<file path="src/hdl/ols_pkg.sv">
package ols_pkg;

    localparam int OLS_CAPACITY = 64;

    localparam int ACTION_W = 3;
    localparam int POS_W    = 7;
    localparam int WORD_W   = 64;
    localparam int COUNT_W  = 7;
    localparam int STATUS_W = 2;

    // Input tdata: position, word_in, padded to whole bytes.
    localparam int IN_BITS     = POS_W + WORD_W;
    localparam int IN_TDATA_W  = ((IN_BITS + 7) / 8) * 8;
    // Output tdata: word_out, count, is_empty, status, padded to whole bytes.
    localparam int OUT_BITS    = WORD_W + COUNT_W + 1 + STATUS_W;
    localparam int OUT_TDATA_W = ((OUT_BITS + 7) / 8) * 8;

    localparam logic [ACTION_W-1:0] ACT_PUSH     = 3'd0;
    localparam logic [ACTION_W-1:0] ACT_INSERT   = 3'd1;
    localparam logic [ACTION_W-1:0] ACT_ERASE    = 3'd2;
    localparam logic [ACTION_W-1:0] ACT_MODIFY   = 3'd3;
    localparam logic [ACTION_W-1:0] ACT_RETRIEVE = 3'd4;
    localparam logic [ACTION_W-1:0] ACT_CLEAR    = 3'd5;

    localparam logic [STATUS_W-1:0] ST_OK    = 2'd0;
    localparam logic [STATUS_W-1:0] ST_FULL  = 2'd1;
    localparam logic [STATUS_W-1:0] ST_RANGE = 2'd2;

    typedef enum logic [4:0] {
        S_IDLE  = 5'b00001,
        S_MOVE  = 5'b00010,
        S_DRAIN = 5'b00100,
        S_PUT   = 5'b01000,
        S_DONE  = 5'b10000
    } t_state;

endpackage

</file>
<file path="src/hdl/ols_ram.sv">
module ols_ram #(
    parameter int DEPTH = ols_pkg::OLS_CAPACITY
) (
    input  logic                             i_clk,
    input  logic                             i_wr_en,
    input  logic [$clog2(DEPTH)-1:0]         i_wr_addr,
    input  logic [ols_pkg::WORD_W-1:0]       i_wr_data,
    input  logic                             i_rd_en,
    input  logic [$clog2(DEPTH)-1:0]         i_rd_addr,
    output logic [ols_pkg::WORD_W-1:0]       o_rd_data
);
    import ols_pkg::*;

    logic [WORD_W-1:0] r_mem [DEPTH];
    logic [WORD_W-1:0] r_rd_data;

    always_ff @(posedge i_clk) begin
        if (i_wr_en) begin
            r_mem[i_wr_addr] <= i_wr_data;
        end
    end

    // Read data holds while the read port is idle.
    always_ff @(posedge i_clk) begin
        if (i_rd_en) begin
            r_rd_data <= r_mem[i_rd_addr];
        end
    end

    assign o_rd_data = r_rd_data;

endmodule

</file>
<file path="src/hdl/ordered_list_store.sv">
// Ordered list of up to CAPACITY 64-bit words held in one single-port-read,
// single-port-write memory. Each request (push, insert, erase, modify,
// retrieve, clear) gives exactly one result with the word read, the new
// length, an empty flag and a status. Push, modify, retrieve, clear, insert
// at the end, erase of the last entry and every refused request go straight
// from the input transfer to the done state. Insert at index p on a list
// of length n moves n-p entries; erase at p moves n-p-1 entries. Each
// moved entry costs one memory read and one write, so the worst case is an
// insert at the front of a list one entry short of full. A new request is
// taken once the previous one has reached the output register, even while
// that result still waits for its transfer.
module ordered_list_store #(
    parameter int CAPACITY = ols_pkg::OLS_CAPACITY
) (
    input  logic                                i_clk,
    input  logic                                i_rst_n,
    input  logic                                s_axis_tvalid,
    output logic                                s_axis_tready,
    // [6:0] position, [70:7] word_in, [71] zero
    input  logic [ols_pkg::IN_TDATA_W-1:0]      s_axis_tdata,
    // [2:0] action
    input  logic [ols_pkg::ACTION_W-1:0]        s_axis_tuser,
    output logic                                m_axis_tvalid,
    input  logic                                m_axis_tready,
    // [63:0] word_out, [70:64] count, [71] is_empty, [73:72] status, [79:74] zero
    output logic [ols_pkg::OUT_TDATA_W-1:0]     m_axis_tdata
);
    import ols_pkg::*;

    localparam int AW    = $clog2(CAPACITY);
    localparam int CW    = $clog2(CAPACITY + 1);
    localparam int CMP_W = (CW > POS_W) ? CW : POS_W;
    localparam logic [CW-1:0] FULL_CNT = CW'(CAPACITY);

    t_state              r_state, n_state;
    logic [CW-1:0]       r_fill, n_fill;
    logic [CW-1:0]       r_left, n_left;
    logic [AW-1:0]       r_src, n_src;
    logic [AW-1:0]       r_dst, n_dst;
    logic [AW-1:0]       r_pos, n_pos;
    logic [WORD_W-1:0]   r_word, n_word;
    logic                r_up, n_up;
    logic                r_pend;
    logic                r_ret, n_ret;
    logic [STATUS_W-1:0] r_status, n_status;
    logic                r_out_valid, n_out_valid;
    logic [OUT_TDATA_W-1:0] r_out_data, n_out_data;

    logic                accept;
    logic [ACTION_W-1:0] in_action;
    logic [POS_W-1:0]    in_pos;
    logic [WORD_W-1:0]   in_word;
    logic [CMP_W-1:0]    pos_c, fill_c;
    logic [AW-1:0]       pos_a;
    logic [CW-1:0]       pos_w;
    logic [CW-1:0]       fill_m1;
    logic                is_full;
    logic                out_free;

    logic                wr_en, rd_en;
    logic [AW-1:0]       wr_addr, rd_addr;
    logic [WORD_W-1:0]   wr_data, rd_data;

    assign in_action = s_axis_tuser;
    assign in_pos    = s_axis_tdata[POS_W-1:0];
    assign in_word   = s_axis_tdata[POS_W +: WORD_W];

    assign accept   = s_axis_tvalid && s_axis_tready;
    assign pos_c    = CMP_W'(in_pos);
    assign fill_c   = CMP_W'(r_fill);
    assign pos_a    = pos_c[AW-1:0];
    assign pos_w    = pos_c[CW-1:0];
    assign fill_m1  = r_fill - CW'(1);
    assign is_full  = (r_fill >= FULL_CNT);
    assign out_free = !r_out_valid || m_axis_tready;

    assign s_axis_tready = (r_state == S_IDLE);
    assign m_axis_tvalid = r_out_valid;
    assign m_axis_tdata  = r_out_data;

    ols_ram #(
        .DEPTH(CAPACITY)
    ) u_ram (
        .i_clk    (i_clk),
        .i_wr_en  (wr_en),
        .i_wr_addr(wr_addr),
        .i_wr_data(wr_data),
        .i_rd_en  (rd_en),
        .i_rd_addr(rd_addr),
        .o_rd_data(rd_data)
    );

    always_comb begin
        logic [CMP_W-1:0] fill_x;

        n_state     = r_state;
        n_fill      = r_fill;
        n_left      = r_left;
        n_src       = r_src;
        n_dst       = r_dst;
        n_pos       = r_pos;
        n_word      = r_word;
        n_up        = r_up;
        n_ret       = r_ret;
        n_status    = r_status;
        n_out_valid = r_out_valid;
        n_out_data  = r_out_data;
        fill_x      = '0;

        wr_en   = 1'b0;
        wr_addr = r_pos;
        wr_data = r_word;
        rd_en   = 1'b0;
        rd_addr = pos_a;

        if (r_out_valid && m_axis_tready) begin
            n_out_valid = 1'b0;
        end

        unique case (r_state)
            S_IDLE: begin
                if (accept) begin
                    n_pos    = pos_a;
                    n_word   = in_word;
                    n_ret    = 1'b0;
                    n_status = ST_OK;
                    n_state  = S_DONE;
                    unique case (in_action)
                        ACT_PUSH: begin
                            if (is_full) begin
                                n_status = ST_FULL;
                            end else begin
                                wr_en   = 1'b1;
                                wr_addr = r_fill[AW-1:0];
                                wr_data = in_word;
                                n_fill  = r_fill + CW'(1);
                            end
                        end
                        ACT_INSERT: begin
                            if (pos_c > fill_c) begin
                                n_status = ST_RANGE;
                            end else if (is_full) begin
                                n_status = ST_FULL;
                            end else begin
                                n_fill = r_fill + CW'(1);
                                if (pos_c == fill_c) begin
                                    wr_en   = 1'b1;
                                    wr_addr = pos_a;
                                    wr_data = in_word;
                                end else begin
                                    // Move the tail up, highest entry first.
                                    n_up    = 1'b1;
                                    n_left  = r_fill - pos_w;
                                    n_src   = fill_m1[AW-1:0];
                                    n_state = S_MOVE;
                                end
                            end
                        end
                        ACT_ERASE: begin
                            if (pos_c >= fill_c) begin
                                n_status = ST_RANGE;
                            end else begin
                                n_fill = fill_m1;
                                if (fill_m1 != pos_w) begin
                                    // Move the tail down, lowest entry first.
                                    n_up    = 1'b0;
                                    n_left  = fill_m1 - pos_w;
                                    n_src   = pos_a + AW'(1);
                                    n_state = S_MOVE;
                                end
                            end
                        end
                        ACT_MODIFY: begin
                            if (pos_c >= fill_c) begin
                                n_status = ST_RANGE;
                            end else begin
                                wr_en   = 1'b1;
                                wr_addr = pos_a;
                                wr_data = in_word;
                            end
                        end
                        ACT_RETRIEVE: begin
                            if (pos_c >= fill_c) begin
                                n_status = ST_RANGE;
                            end else begin
                                rd_en   = 1'b1;
                                rd_addr = pos_a;
                                n_ret   = 1'b1;
                            end
                        end
                        ACT_CLEAR: begin
                            n_fill = '0;
                        end
                        default: begin
                        end
                    endcase
                end
            end
            S_MOVE: begin
                // Read one entry per cycle; the entry read in the previous cycle is
                // written to its new place.
                rd_en   = 1'b1;
                rd_addr = r_src;
                wr_en   = r_pend;
                wr_addr = r_dst;
                wr_data = rd_data;
                n_dst   = r_up ? (r_src + AW'(1)) : (r_src - AW'(1));
                n_src   = r_up ? (r_src - AW'(1)) : (r_src + AW'(1));
                n_left  = r_left - CW'(1);
                if (r_left == CW'(1)) begin
                    n_state = S_DRAIN;
                end
            end
            S_DRAIN: begin
                wr_en   = 1'b1;
                wr_addr = r_dst;
                wr_data = rd_data;
                n_state = r_up ? S_PUT : S_DONE;
            end
            S_PUT: begin
                wr_en   = 1'b1;
                wr_addr = r_pos;
                wr_data = r_word;
                n_state = S_DONE;
            end
            S_DONE: begin
                if (out_free) begin
                    fill_x      = CMP_W'(r_fill);
                    n_out_valid = 1'b1;
                    n_out_data  = OUT_TDATA_W'({r_status, (r_fill == '0),
                                                fill_x[COUNT_W-1:0],
                                                (r_ret ? rd_data : '0)});
                    n_state     = S_IDLE;
                end
            end
            default: begin
                n_state = S_IDLE;
            end
        endcase
    end

    always_ff @(posedge i_clk) begin
        if (!i_rst_n) begin
            r_state     <= S_IDLE;
            r_fill      <= '0;
            r_pend      <= 1'b0;
            r_out_valid <= 1'b0;
        end else begin
            r_state     <= n_state;
            r_fill      <= n_fill;
            r_pend      <= (r_state == S_MOVE);
            r_out_valid <= n_out_valid;
        end
    end

    always_ff @(posedge i_clk) begin
        r_left     <= n_left;
        r_src      <= n_src;
        r_dst      <= n_dst;
        r_pos      <= n_pos;
        r_word     <= n_word;
        r_up       <= n_up;
        r_ret      <= n_ret;
        r_status   <= n_status;
        r_out_data <= n_out_data;
    end

    a_fill_bound: assert property (@(posedge i_clk) disable iff (!i_rst_n)
        r_fill <= FULL_CNT)
        else $error("list length exceeds capacity");

    a_one_at_a_time: assert property (@(posedge i_clk) disable iff (!i_rst_n)
        accept |=> !s_axis_tready)
        else $error("request accepted while another is in progress");

    a_drain_pending: assert property (@(posedge i_clk) disable iff (!i_rst_n)
        (r_state == S_DRAIN) |-> r_pend)
        else $error("drain without a pending shifted word");

    a_result_from_done: assert property (@(posedge i_clk) disable iff (!i_rst_n)
        (!r_out_valid ##1 r_out_valid) |-> $past(r_state == S_DONE))
        else $error("result loaded outside the done state");

endmodule
</file>
<file path="config.mk">
export PLATFORM = sky130hd
export DESIGN_NAME = ordered_list_store
export DESIGN_NICKNAME = d
export VERILOG_FILES = /design/src/hdl/ols_pkg.sv /design/src/hdl/ols_ram.sv /design/src/hdl/ordered_list_store.sv
export SDC_FILE = /design/constraint.sdc
export NUM_CORES = 2
export LEC_CHECK = 0
export BUFFER_PORTS_ARGS = -buffer_cell sky130_fd_sc_hd__buf_2
export CELL_PAD_IN_SITES_DETAIL_PLACEMENT = 1
export CELL_PAD_IN_SITES_GLOBAL_PLACEMENT = 2
export CORE_ASPECT_RATIO = 0.75
export CORE_UTILIZATION = 42
export CTS_CLUSTER_SIZE = 25
export DETAILED_ROUTE_END_ITERATION = 12
export PLACE_DENSITY = 0.79
export SYNTH_ARGS = -nofsm -noshare
export SYNTH_HDL_FRONTEND = slang
export SYNTH_SLANG_ARGS = --single-unit
</file>
<file path="constraint.sdc">
create_clock -name i_clk -period 6.3 [get_ports i_clk]
set_clock_uncertainty 0.15 [all_clocks]
set_input_delay 0.63 -clock i_clk [delete_from_list [all_inputs] [get_ports i_clk]]
set_output_delay 0.63 -clock i_clk [all_outputs]
set_load 0.005 [all_outputs]
</file>
* Word level (Yosys, flattened, before mapping) *
Memories as Yosys holds them, arrays and structs flattened. A register that Yosys moved wholly into a read port is not among the register bits.
Cells that the tools add are included.
W data, S select, Z words.

cells by class
  equality and inequality tests = 27
  reduce and logical (&&, ||, !) cells = 18
  add/sub/neg operators = 8
  mux-type cells = 76
  magnitude comparators = 3

operators by type and width
  kind                   count
  $mux W64               6
  $pmux W64 S3           1
  $pmux W64 S2           1
  $mux W6                15
  $mux W7                9
  $mux W5                9
  $pmux W6 S2            3
  $pmux W7 S2            2
  $pmux W7 S4            1
  $pmux W5 S5            1
  $mux W1                19
  $pmux W6 S3            1
  $reduce_and A8 Y1      2
  $ne A3 B3 Y1 const B   5
  $ne A2 B2 Y1 const B   7
  $sub A7 B1 Y7 const B  2
  $sub A7 B7 Y7          2
  $add A6 B1 Y6 const B  2
  $pmux W5 S2            1
  $add A7 B1 Y7 const B  1
  $eq A7 B1 Y1 const B   1
  $eq A7 B7 Y1           1
  $ge A7 B7 Y1           1
  $ge A7 B7 Y1 const B   1
  29 further kinds       38

storage, ports and cells
  logic and storage cells = 147
  bits of input ports = 79
  bits in writable memories = 4,096
  memories = 1
  output and inout bits = 82
  flip-flop bits (word level) = 181

memory list
  name         depth  bits a word  read ports  clocked after memory_dff  wr ports  line           RTL
  u_ram.r_mem  64     64           1           1                         1         ols_ram.sv:14  logic [WORD_W-1:0] r_mem [DEPTH];

* Depth between registers and ports, before layout *
  depth after elaboration = 9
  depth in mapped cells = 14
  mapped depth without buffers = 13

* Modules after synthesis *
A second synthesis with hierarchy kept.

unflattened totals
  cells, all modules = 7,637
  area total of the unflattened synthesis = 166,955.1 sq um

modules (own cells, without submodules)
  module              seq. area each (sq um)  times used  cells each  area each (sq um)
  ols_ram             124,919.8               1           6,812       157,528.6
  ordered_list_store  5,295.1                 1           825         9,426.5

* Least setup slack after synthesis *
Ideal clock, no wire load.

  path type = in2reg
  from = input port s_axis_tdata[2] (netlist name)
  to = memory u_ram.r_mem[16][0], enable pin
  stages = 11
  path slack = -34 ps
  required time = 5,664 ps
  data arrival time = 5,698 ps
  setup time = 486 ps
  buffers on the path = 2
  cells stage by stage = clkbuf_1 inv_1 ha_1 a21oi_1 a22oi_1 or3_1 a21oi_2 a211oi_1 or3_1 clkbuf_1 nor2_1

between the ends
  cells in the longest elaborated chain, start to end = 9
  elaborated cells between the ends (all ways) = 19
  classes of those cells = order compare: 2; eq/ne: 1; mux: 16

RTL lines
  what                                                                  line                      RTL
  start: declaration                                                    ordered_list_store.sv:20  input logic [ols_pkg::IN_TDATA_W-1:0] s_axis_tdata,
  parallel branches: the longest is 9 deep, another holds $ge A7 B7 Y1  -
  end: declaration                                                      ols_ram.sv:14

Several ways; the timed one is not identified.

* Worst setup path after layout *
  from = input port s_axis_tdata[5] (netlist name)
  to = memory u_ram.r_mem[5][53], enable pin

The elaborated chain is that of the path after synthesis.

==> impl_metrics.yaml <==
placement:
  dp_hpwl_mm: 316.7
  numPortBuffers: 153
  dp_slack_ns: 0.5301
  routabilityCongestion: 0.8492
  dpl_cell_area_um2: 178800
timing:
  finalCriticalPeriod_ns: 5.791
  hold_viol_final: 0
  setup_viol: 0
  max_freq_ghz: 0.1727
  rsz0062_at_grt: "false"
  maxSlewViolCount: 0
  finalCritPeriodShare: 0.9192
  setup_ws_ns: 0.5092
  worstMarginPinSlew_ns: 1.416
  holdWs_ns: 0.09881
  relSlewSlack: 0.03616
global_route:
  grt_max_degree: 159
  overflow: 0
  antenna_found_initial: 39
  grt_pass1_vias: 108894
  grt_util_all_layers: 0.2704
  grt_pass1_wl_mm: 791.9
setup_path:
  reg2reg_from: "fill_c[3]$_SDFFE_PN0P_"
  endpoint_kind: "register"
  crit_required_ns: 6.74
  r2r_end: "u_ram.r_mem[5][53]$_DFFE_PP_"
  rrSetupSlack_ns: 0.66
  cp-start-kind: "primary input"
  critPathArrivalTime_ns: 6.23
  ff2ff_path_depth: 10
  path_max_fanout: 25
  critical_path_class: "primary input to register"
die:
  start_util: 0.4223
  placementRows: 201
  die_h_um: 551.1
  core_area_um2: 399900
  die_x_um: 734.2
  dieArea_um2: 404600
  ios: 161
final_layout:
  layout-drive-gt1-share: 0.1099
  post-route-util: 0.4819
  finish.instance_area_um2: 192700
  nNetsFinal: 11715
  final_cell_mix: "edfxtp_1, nand2_1, a21oi_1"
  final_common_cell: "edfxtp_1"
  areaGrowthSynthToFinish_pct: 14.11
synthesis:
  synth_edf_count: 4327
  ys_ff_latch: 4341
  ys_types: 73
  synthesis.area_um2: 168900
  yosysWarnings: 0
  synthCells: 11329
  ys.flop_type: "edfxtp_1"
  synth_area_per_cell_um2: 14.91
  synthArstFlopShare: 0
  ys_seq_area_frac: 0.7711
power_and_ir_drop:
  comb_power_share: 0.058
  seqPwrFrac: 0.532
  intPower_w: 0.04707
  p_clk_frac: 0.410
  power_density_nw_per_um2: 315.5
  power_switching_w: 0.01372
  total_power_w: 0.06079
  leakagePower_nw: 63.49
  peakVddDrop_v: 0.0002523
  swShare: 0.2257
drt:
  dr.pass1.iters: 6
  drc_errors: 0
  antenna_left: 0
  drt-total-wl_mm: 567.1
  post_drt_wl_per_cell_um: 32.88
  vias_per_cell: 6.322
  vias: 109037
  first_iter_violations: 15101
clock_network:
  cts_tree: "done"
  post_cts_buffers: 0
  cts_max_level: 5
  clkTransAtPathRegs_ns: 0.07
  cts.repair.resized: 0
  cts_buffer_depth: 4
  clock_sinks: 4341
  cts_buffers: 407
  clk_latency_ns: 0.97
  cts-root-buf: "clkbuf_16"
run_status:
  status: "completed"
hold_path:
  hold_path_end: "r_status[1]$_DFFE_PP_"
  hold-path-cell-count: 3
  min_path_type: "primary input to register"
  holdCritStartpoint: "s_axis_tuser[2]"
flow_run:
  cap_violations: 0
## synthesized netlist by cell type, types with 20 or more instances
cell type | number | area share
edfxtp_1 | 4327 | 0.77
nand2_1 | 2597 | 0.058
a21oi_1 | 1184 | 0.035
a32oi_1 | 641 | 0.033
clkbuf_1 | 445 | 0.0099
mux2i_1 | 396 | 0.023
a221oi_1 | 386 | 0.020
a22oi_1 | 322 | 0.014
buf_2 | 256 | 0.0076
nor2_1 | 108 | 0.0024
nand3_1 | 77 | 0.0023
buf_1 | 74 | 0.0016
or3_1 | 73 | 0.0027
nor4_1 | 72 | 0.0027
and2_1 | 69 | 0.0026
inv_1 | 31 | 0.00069
o21ai_0 | 22 | 0.00065
xnor2_1 | 21 | 0.0011
buf_4 | 20 | 0.00089
ha_1 | 20 | 0.0015
## power by group through the flow
stage | logic, W | registers, W | clock network (W)
after CTS | 0.00347 | 0.0323 | 0.0251
after global routing | 0.00372 | 0.0323 | 0.0261
after detailed placement | 0.00339 | 0.0329 | 0
after global placement | 0.00318 | 0.0329 | 0
final | 0.00351 | 0.0323 | 0.0250
after floorplan | 0.00193 | 0.0330 | 0
## state kept, by name (all words and copies together) (netlist names), 2 cells and up
register	flops
fill_c	7
r_left	7
r_src	6
r_state	5
m_axis_tdata	74
r_dst	6
r_status	2
u_ram.r_mem	4096
r_word	64
u_ram.o_rd_data	64
r_pos	6
## critical path, cell delays in order
cell           delay (ns)
dlygate4sd3_1        0.57
buf_2                0.26
inv_1                0.15
ha_1                 0.39
nand4_1              0.25
o21ai_0              0.40
a32oi_1              0.15
nor2_1               0.63
a211oi_2             0.32
buf_4                0.25
or3_1                0.80
nor2_4               0.99
buf_12               0.31
## layer usage
metal  up-vias  GRT usage  wire, um
li1      44505          -         -
met1     57230     0.3844    230400
met2      6149     0.4083    251200
met3      1139    0.05631     60530
met4        14     0.1094     24880
met5         -          0        92
## through the flow
step                cells  setup TNS [ns]
floorplan           11334          -17.39
global placement    16410               0
detailed placement  16411               0
CTS                 17230               0
global route        17235               0
finish              17247               0
## area by class of cell
type / instances / area [um^2]
Fill cell: 38657 / 207200
Multi-Input combinational cell: 6158 / 35780
Clock inverter: 251 / 2411
Clock buffer: 496 / 10750
Timing Repair Buffer: 674 / 6759
Tap cell: 5278 / 6604
Sequential cell: 4341 / 130200
Inverter: 32 / 122.6
Antenna cell: 17 / 42.54
## kinds of logic after synthesis
logic type,count (synthesis),synth area share
other,1,0.00002221
flip-flops,4341,0.7711
buffers and inverters,835,0.02126
adder cells (fa/ha/maj),22,0.001719
AO/OA/AOI/OAI,2628,0.1069
multiplexers,400,0.02382
XOR/XNOR,36,0.001867
AND/OR/NAND/NOR,3066,0.07331
## how the worst max path moves through the flow
stage / start / endpoint / slack (ns) / depth (start not counted)
6_report: s_axis_tdata[5] / u_ram.r_mem[5][53]$_DFFE_PP_ / 0.51 / 13
5_1_grt: s_axis_tdata[5] / u_ram.r_mem[5][30]$_DFFE_PP_ / 0.59 / 13
4_1_cts: s_axis_tdata[3] / u_ram.r_mem[5][21]$_DFFE_PP_ / 0.91 / 13
3_5_place_dp: s_axis_tdata[3] / u_ram.r_mem[5][15]$_DFFE_PP_ / 0.53 / 12
3_3_place_gp: s_axis_tdata[3] / u_ram.r_mem[5][15]$_DFFE_PP_ / 0.59 / 12
2_1_floorplan: s_axis_tdata[2] / u_ram.r_mem[16][0]$_DFFE_PP_ / -0.03 / 11
## timing repair
item,in CTS,in global routing
hold buffers,72,0
hold endpoints to repair,81,0
endpoints found under the setup margin,0,0
Power figures use the tool's default switching activity.
